## config.mk

```make
export PLATFORM = sky130hd
export DESIGN_NAME = gflp_ctrl
export DESIGN_NICKNAME = d
export VERILOG_FILES = /design/src/sv/gflp_pkg.sv /design/src/sv/gflp_ctrl.sv
export SDC_FILE = /design/constraint.sdc
export NUM_CORES = 1
export LEC_CHECK = 0
export ABC_AREA = 1
export CAP_MARGIN = 20
export CORE_AREA = 2 2 39 41
export DETAILED_ROUTE_END_ITERATION = 8
export DIE_AREA = 0 0 41 43
export DONT_BUFFER_PORTS = 1
export MAX_ROUTING_LAYER = met4
export PLACE_DENSITY = 0.54
export SYNTH_ARGS = -nofsm -noshare
export SYNTH_HDL_FRONTEND = slang
export SYNTH_SLANG_ARGS = --single-unit
```

## constraint.sdc

```tcl
create_clock -name clock -period 1.5 [get_ports clock]
set_input_delay 0.3 -clock clock [delete_from_list [all_inputs] [get_ports clock]]
set_output_delay 0.3 -clock clock [all_outputs]
set_load 0.02 [all_outputs]
```

## src/sv/gflp_pkg.sv

```systemverilog
// Shared types and constants for the graph level peeling block.
// Used by the controller, the datapath and the top level; depends on nothing.

package gflp_pkg;

   // Node index width and node count.
   localparam int IDX_W = 6;
   localparam int NODES = 1 << IDX_W;

   // Level, count and sum widths.
   localparam int LEVEL_W = 7;
   localparam int COUNT_W = 7;
   localparam int SUM_W   = 13;
   localparam int CMD_W   = 2;

   localparam logic [LEVEL_W-1:0] MAX_LEVEL_RESET = LEVEL_W'(64);

   // Request command codes.
   localparam logic [CMD_W-1:0] CMD_ADD_NODE = 2'd0;
   localparam logic [CMD_W-1:0] CMD_ADD_EDGE = 2'd1;
   localparam logic [CMD_W-1:0] CMD_RUN      = 2'd2;

   // Controller states.
   typedef enum logic [3:0] {
      ST_IDLE,
      ST_EDGE_WR,
      ST_PEEL,
      ST_PEEL_TAIL,
      ST_LEVEL_END,
      ST_EMIT_EMPTY,
      ST_EMIT_SCAN,
      ST_EMIT_LOAD,
      ST_CLEAR
   } state_type;

   // Commands from the controller to the datapath.
   typedef struct packed {
      logic add_node;
      logic edge_capture;
      logic edge_wr;
      logic run_start;
      logic cnt_clr;
      logic cnt_inc;
      logic peel_issue;
      logic level_end;
      logic level_next;
      logic emit_rd;
      logic out_load;
      logic out_empty;
      logic clear_wr;
   } ctl_cmd_type;

   // Status from the datapath to the controller.
   typedef struct packed {
      logic cnt_last;
      logic present_cur;
      logic later_present;
      logic out_free;
      logic graph_empty;
      logic peel_more;
   } ctl_status_type;

endpackage

```

## src/sv/gflp_ctrl.sv

```systemverilog
// Controller state machine for the graph level peeling block.
// Depends on gflp_pkg for the state type and the command and status structs.

module gflp_ctrl (
   input  logic                        clock,
   input  logic                        reset,
   input  logic                        req_valid,
   output logic                        req_ready,
   input  logic [gflp_pkg::CMD_W-1:0]  req_command,
   input  gflp_pkg::ctl_status_type    status,
   output gflp_pkg::ctl_cmd_type       cmd
);

   gflp_pkg::state_type state_ff, state_in;

   // State register; reset starts with a clearing pass over the edge store.
   always_ff @(posedge clock) begin
      if (reset) begin
         state_ff <= gflp_pkg::ST_CLEAR;
      end else begin
         state_ff <= state_in;
      end
   end

   // Next state and datapath commands.
   always_comb begin
      state_in  = state_ff;
      cmd       = '0;
      req_ready = 1'b0;
      case (state_ff)
         gflp_pkg::ST_IDLE: begin
            req_ready = 1'b1;
            if (req_valid) begin
               case (req_command)
                  gflp_pkg::CMD_ADD_NODE: begin
                     cmd.add_node = 1'b1;
                  end
                  gflp_pkg::CMD_ADD_EDGE: begin
                     cmd.edge_capture = 1'b1;
                     state_in         = gflp_pkg::ST_EDGE_WR;
                  end
                  gflp_pkg::CMD_RUN: begin
                     cmd.run_start = 1'b1;
                     cmd.cnt_clr   = 1'b1;
                     state_in      = gflp_pkg::ST_PEEL;
                  end
                  default: begin
                     // Unused command: dropped without effect.
                  end
               endcase
            end
         end
         gflp_pkg::ST_EDGE_WR: begin
            cmd.edge_wr = 1'b1;
            state_in    = gflp_pkg::ST_IDLE;
         end
         gflp_pkg::ST_PEEL: begin
            // Issue one adjacency row read per cycle.
            cmd.peel_issue = 1'b1;
            cmd.cnt_inc    = 1'b1;
            if (status.cnt_last) begin
               state_in = gflp_pkg::ST_PEEL_TAIL;
            end
         end
         gflp_pkg::ST_PEEL_TAIL: begin
            // The last row of the level is checked in this cycle.
            state_in = gflp_pkg::ST_LEVEL_END;
         end
         gflp_pkg::ST_LEVEL_END: begin
            cmd.level_end = 1'b1;
            if (status.peel_more) begin
               cmd.level_next = 1'b1;
               state_in       = gflp_pkg::ST_PEEL;
            end else if (status.graph_empty) begin
               state_in = gflp_pkg::ST_EMIT_EMPTY;
            end else begin
               state_in = gflp_pkg::ST_EMIT_SCAN;
            end
         end
         gflp_pkg::ST_EMIT_EMPTY: begin
            if (status.out_free) begin
               cmd.out_empty = 1'b1;
               state_in      = gflp_pkg::ST_CLEAR;
            end
         end
         gflp_pkg::ST_EMIT_SCAN: begin
            // Walk the indexes until a present node is found.
            if (status.present_cur) begin
               cmd.emit_rd = 1'b1;
               state_in    = gflp_pkg::ST_EMIT_LOAD;
            end else begin
               cmd.cnt_inc = 1'b1;
               if (status.cnt_last) begin
                  state_in = gflp_pkg::ST_CLEAR;
               end
            end
         end
         gflp_pkg::ST_EMIT_LOAD: begin
            if (status.out_free) begin
               cmd.out_load = 1'b1;
               if (status.later_present) begin
                  cmd.cnt_inc = 1'b1;
                  state_in    = gflp_pkg::ST_EMIT_SCAN;
               end else begin
                  cmd.cnt_clr = 1'b1;
                  state_in    = gflp_pkg::ST_CLEAR;
               end
            end
         end
         gflp_pkg::ST_CLEAR: begin
            // Zero one adjacency row per cycle.
            cmd.clear_wr = 1'b1;
            cmd.cnt_inc  = 1'b1;
            if (status.cnt_last) begin
               state_in = gflp_pkg::ST_IDLE;
            end
         end
         default: begin
            state_in = gflp_pkg::ST_IDLE;
         end
      endcase
   end

endmodule

```

Word level (Yosys, flattened, before mapping)
Index checks and enable logic that the tools add are counted.

Register bits: 4. Input bits: 11. Output and inout bits: 14. Logic and storage cells: 58.

Equal/unequal tests: 17. Muxes and demuxes: 36. Reductions and logical operators: 4.

Operators by type and width (count): $mux W4 (9); $pmux W4 S8 (1); $eq A4 B3 Y1 const B (4); $mux W1 (16); $mux W2 (7); $ne A2 B2 Y1 const B (5); $eq A4 B2 Y1 const B (2); $pmux W4 S2 (1); $reduce_and A7 Y1 (1); $eq A4 B1 Y1 const B (1); $eq A4 B4 Y1 const B (1); $logic_not A4 Y1 (1); $ne A3 B1 Y1 const B (1); $ne A3 B3 Y1 const B (1); $pmux W1 S3 (1); $eq A2 B1 Y1 const B (1); $eq A2 B2 Y1 const B (1); $logic_not A2 Y1 (1); $pmux W1 S2 (1); $reduce_or A2 Y1 (1).

Logic depth before layout (Yosys ltp)
Gate-level depths: netlist of the first run.

Depth after elaboration: 4. Gate-level depth with buffers: 8. Mapped depth without buffers: 8.

Worst setup path after synthesis of the first run
Ideal clock, no wire load.

Kind: reg-to-output. Start point: reg state_ff[0]. End point: out cmd[11] in the netlist's numbering. Arrival time: 1606 ps. Required time: 1200 ps. Setup slack: -406 ps. Cell stages (with the launch flop): 6. Buffers on the path: 0. Cells stage by stage: dfxtp_1 nor2_2 inv_1 nor2_1 nand2_1 nor3_1.

RTL lines: start: declaration (RTL line gflp_ctrl.sv:14) `gflp_pkg::state_type state_ff, state_in;`; start signal: assignment (RTL line gflp_ctrl.sv:19) `state_ff <= gflp_pkg::ST_CLEAR;`; start signal: assignment (RTL line gflp_ctrl.sv:21) `state_ff <= state_in;`; end: declaration (RTL line gflp_ctrl.sv:11) `output gflp_pkg::ctl_cmd_type cmd`.

==> results.cfg, run 1 <==
[run_status]
status = complete, but fails checks
violations = setup timing

[synthesis]
ys_top_cells_by_area = dfxtp_1 (17%), inv_1 (17%), nand2_1 (13%), nand3_1 (10%), nor2_1 (9.4%)
synthCells = 87
yosysTopAreaCell = dfxtp_1
ys.warnings.count = 0
yosysTopAreaCellShare_pct = 16.8
synth_area_per_cell_um2 = 5.48
synth-seq-area-share_pct = 16.8
syn-num-nets = 98
yosysUniqueCellTypes = 18
syn_area_um2 = 477
synth_seq_cells = 4

[global_routing]
grt_start_max_net_pins = 7
grt_pass1_wl_mm = 2.30
antenna_found_initial = 0
grt_util_all_layers_pct = 19.1
grt_pass1_vias = 562
grt_overflow = 0

[power_and_ir_drop]
p_leak_nw = 0.374
ir_worst_vdd_uv = 387
total_power_uw = 399
powerDensity_nw_per_um2 = 550

[finish]
final_cell_mix = inv_1 (16), nand2_1 (13), buf_4 (12)
finalNonFillerCells = 119
final_common_cell = inv_1
multi_input_area_um2 = 408
regMostFlops = state_ff
drive_gt1_share_pct = 45.6
diodes = 0
ff_latch_area_um2 = 92.6
final.fill_count = 140
largest_register_ffs = 4
final_nets = 116
syn_to_final_growth_pct = 52.2
postLayoutCoreUtil_pct = 52.4
top_regs = state_ff: 4 flops

[cts]
clkSinkCount = 4
cts_max_level = 1
cts_tree = done
path_clk_slew_ns = 0.04
clockBufferDepth = 2
ctsHoldBuffers = 0
clock-root-buffer = clkbuf_4
clkLatencyLatePin_ns = 0.23
cts_buffers = 3

[timing]
tightest_slew_ns = 0.335
setup_viol = 6
slew_viol_final = 0
fin_crit_sh_pct = 104
holdWs_ns = 0.122
skew_ns = 0.000781
setup_slack_ns = -0.0644
fmax_mhz = 639
min_period_ns = 1.56
rsz0062_at_grt = true
hold_viol_final = 0
slew_headroom_pct = 77.8

[min_path]
min_path_type = in -> reg
worst_hold_path.endpoint = state_ff[1]
hp-start = reset
whs_path_depth = 1

[placed_design]
dp_slack_ns = 0.0206
routabilityCongestion = 0.793
place_inst = 112
hpwl_mm = 1.10
io_buffers = 0

[run]
cap_violations = 0

[setup_path]
crit_slowest_cell = dfxtp_4
r2r_cells = 9
rr_endpoint = state_ff[2]
critPathMaxFanout = 5
cp-start-kind = flip-flop
cp-end-kind = output port
required_ns = 1.20
worst_ep_arrival_time_ns = 1.26
slowest_delay_ns = 0.37
r2r-start = state_ff[2]
critPathKind = reg -> out
rrSetupSlack_ns = 0.13
crit_chain = inv_4 > nor2_4 > buf_4 > nand3_2 > o2111ai_2 > buf_6

[detailed_routing]
drt-wirelength-per-cell_um = 12.2
drtIter0Drc = 14
wirelength_mm = 1.45
vias = 624
drcViolationCount = 0
ant_nets = 0
viasPerCell = 5.24
dr.pass1.iters = 4

[die]
core-area_um2 = 1380
die_w_um = 41
initial_core_util_pct = 34.4
die_y_um = 43
boundaryPins = 25
dieArea_um2 = 1760
num_rows = 14
## layer usage
metal	global-route usage [%]	wire length (µm)	part of all wire [%]	up-vias
met5	-	0	0	-
met4	4.00	12	0.83	0
met3	3.14	66	4.6	2
met2	28.7	694	48	30
met1	26.4	676	47	285
li1	-	-	-	307
## worst max-delay path: cells and delay by family (launching register included)
| kind | cells | cell delay (ns) |
|---|---|---|
| AOI/OAI and AO/OA | 1 | 0.09 |
| and+or+nand+nor | 2 | 0.24 |
| DFF | 1 | 0.37 |
| buffers and inverters | 3 | 0.33 |
## cells in the mapped netlist (all sizes together)
master,number
inv,21
nand3b,1
dfxtp,4
nor2,17
o21bai,2
a21oi,4
o32ai,1
nand2,19
o21ai,1
o2111ai,1
nand3,12
nor3,3
nand4,1
## timing repair
item,CTS,global route
setup buffers,3,1
cloned,0,0
resized for setup,12,10
setup endpoints to repair,11,13
pin swaps,4,3
## worst max path at each step
stage                start      end  slack (ns)  depth (start not counted)
6_report       state_ff[2]   cmd[7]       -0.06                          6
5_1_grt        state_ff[0]   cmd[7]       -0.11                          5
4_1_cts        state_ff[2]   cmd[8]       -0.13                          4
3_5_place_dp   state_ff[2]   cmd[7]        0.02                          5
3_3_place_gp   state_ff[2]   cmd[7]      -0.001                          5
2_1_floorplan  state_ff[3]  cmd[11]    0.000003                          5
## power by group
| group | leakage [nW] | switching (mW) | internal [mW] |
|---|---|---|---|
| clock network | 0.0138 | 0.0423 | 0.0894 |
| registers | 0.0349 | 0.00902 | 0.109 |
| logic | 0.325 | 0.0950 | 0.0545 |
| total | 0.374 | 0.146 | 0.253 |
## stage by stage
stage	area, µm²	setup TNS [ns]
6_report	726	-0.171
5_1_grt	726	-0.562
4_1_cts	701	-0.442
3_5_place_dp	623	0
3_3_place_gp	623	-0.00141
2_1_floorplan	536	0
## kinds of logic (layout without fill, tap and decap cells)
group	count (synthesis)	in the layout	share of synthesized area, %
DFF	4	4	16.8
AOI/OAI and AO/OA	9	9	12.9
buffers and inverters	21	37	16.5
and+or+nand+nor	53	53	53.8
## area by class of cell
type / count / share of cell area [%]
Timing Repair Buffer: 13 / 14.0
Tap cell: 16 / 2.76
Multi-Input combinational cell: 62 / 56.2
Sequential cell: 4 / 12.8
Clock buffer: 3 / 3.10
Inverter: 21 / 11.2
(Power assumes the default switching activity.)
==> inputs of run 2 (changes only) <==
- clock period: 1.5 -> 1.9 ns (I/O delays scaled with it)
==> run 2 against run 1 <==
Against the previous run: the flow now finishes without violations; worst hold slack improved by 0.079 ns; sequential power down 19%; routed wire length shrank 15%; count of clock-buffer cells in the layout stayed put; combinational power fell by 32%; die area unchanged; critical path type unchanged; largest power group is now the clock network.
==> results.cfg, run 2 (same netlist as run 1, synthesis figures left out) <==
[die]
core-area_um2 = 1380
boundaryPins = 25
initial_core_util_pct = 34.4
die_w_um = 41
die_y_um = 43
num_rows = 14
dieArea_um2 = 1760

[setup_path]
crit_family = flip-flops
cp-end-kind = output port
r2r_cells = 9
worst_ep_arrival_time_ns = 1.38
crit_slowest_cell = dfxtp_2
critPathKind = reg -> out
slowest_delay_ns = 0.36
cp-start-kind = flip-flop
crit_chain = inv_1 > nor2_4 > nand2_1 > o32ai_1 > buf_4
critPathMaxFanout = 4
path_buf_inv = 2
cp.depth = 5
required_ns = 1.52

[cts]
cts_max_level = 1
cts_tree = done
path_clk_slew_ns = 0.04
clock-root-buffer = clkbuf_4
cts_buffers = 3
clockBufferDepth = 2
clkSinkCount = 4
clkLatencyLatePin_ns = 0.24
ctsHoldBuffers = 0

[global_routing]
grt_start_max_net_pins = 9
grt_pass1_vias = 464
grt_pass1_wl_mm = 1.73
grt_overflow = 0
antenna_found_initial = 0
grt_util_all_layers_pct = 14.8

[finish]
final_common_cell = inv_1
regMostFlops = state_ff
fin_area_um2 = 621
top_regs = state_ff: 4 flops
syn_to_final_growth_pct = 30.2
final_nets = 114
finalNonFillerCells = 117
largest_register_ffs = 4
postLayoutCoreUtil_pct = 44.8
final.fill_count = 165
final_cell_mix = inv_1 (21), nand2_1 (17), nor2_1 (12)
diodes = 0
drive_gt1_share_pct = 24.8

[detailed_routing]
vias = 567
wirelength_mm = 1.24
drtIter0Drc = 4
drt-wirelength-per-cell_um = 10.6
ant_nets = 0
drcViolationCount = 0
dr.pass1.iters = 2
viasPerCell = 4.85

[timing]
min_period_ns = 1.76
tightest_slew_ns = 0.378
rsz0062_at_grt = false
slew_viol_final = 0
skew_ns = 0.00102
fmax_mhz = 568
setup_viol = 0
hold_viol_final = 0
fin_crit_sh_pct = 92.6
holdWs_ns = 0.201
slew_headroom_pct = 74.7

[min_path]
whs_path_depth = 1
min_path_type = in -> reg

[run_status]
status = finished, final reports clean

[run]
cap_violations = 0

[placed_design]
hpwl_mm = 1.02
place_area_um2 = 557
place_inst = 111
io_buffers = 0
routabilityCongestion = 0.761

[power_and_ir_drop]
total_power_uw = 302
ir_worst_vdd_uv = 331
powerDensity_nw_per_um2 = 487
p_leak_nw = 0.348
run 2: repair_timing:
| item | CTS | global route |
|---|---|---|
| setup endpoints to repair | 1 | 4 |
| pin swaps | 0 | 2 |
| setup buffers | 0 | 3 |
| gates resized for setup | 1 | 1 |
| hold endpoints to repair | 0 | 0 |
| cloned | 0 | 0 |
run 2: stage by stage:
step / TNS [ns] / setup slack (ns)
after floorplan: -0.172 / -0.0859
after global placement: 0 / 0.248
after detailed placement: 0 / 0.260
after CTS: 0 / 0.0381
after global routing: 0 / 0.0557
final: 0 / 0.140
run 2: final timing paths:
check	start	to	slack [ns]
setup reg to reg	state_ff[2]	state_ff[0]	0.49
setup / recovery	state_ff[2]	cmd[8]	0.14
hold reg to reg	state_ff[2]	state_ff[2]	0.49
hold / removal	reset	state_ff[1]	0.20
run 2: power by group:
group / switching [mW] / leakage (nW) / internal (mW)
Combinational: 0.0625 / 0.301 / 0.0385
Clock: 0.0348 / 0.0138 / 0.0706
Sequential: 0.00747 / 0.0332 / 0.0884
Total: 0.105 / 0.348 / 0.198
run 2: layout make-up:
class                      instances  area (µm²)  area share, %
sequential                         4        81.3           13.1
multi-input combinational         62         323           52.0
tap                               16        20.0           3.23
timing repair buffer              11        95.1           15.3
clock buffer                       3        22.5           3.63
inverter                          21        78.8           12.7
run 2: per-layer routing:
metal	vias to the layer above	track usage (%)	share of wire, %
li1	303	-	-
met3	3	1.57	6.2
met1	244	17.9	42
met5	-	-	0
met4	0	8.00	2.0
met2	17	22.8	49
run 2: worst register-to-register path, stage by stage, from the launching register on:
cell and delay (ns):
dfxtp_2 0.36, inv_1 0.10, nor2_4 0.16, buf_12 0.13
nand2_1 0.08, inv_1 0.18, nand2_1 0.07, nand4_1 0.08
nand3_1 0.08, a21oi_1 0.12
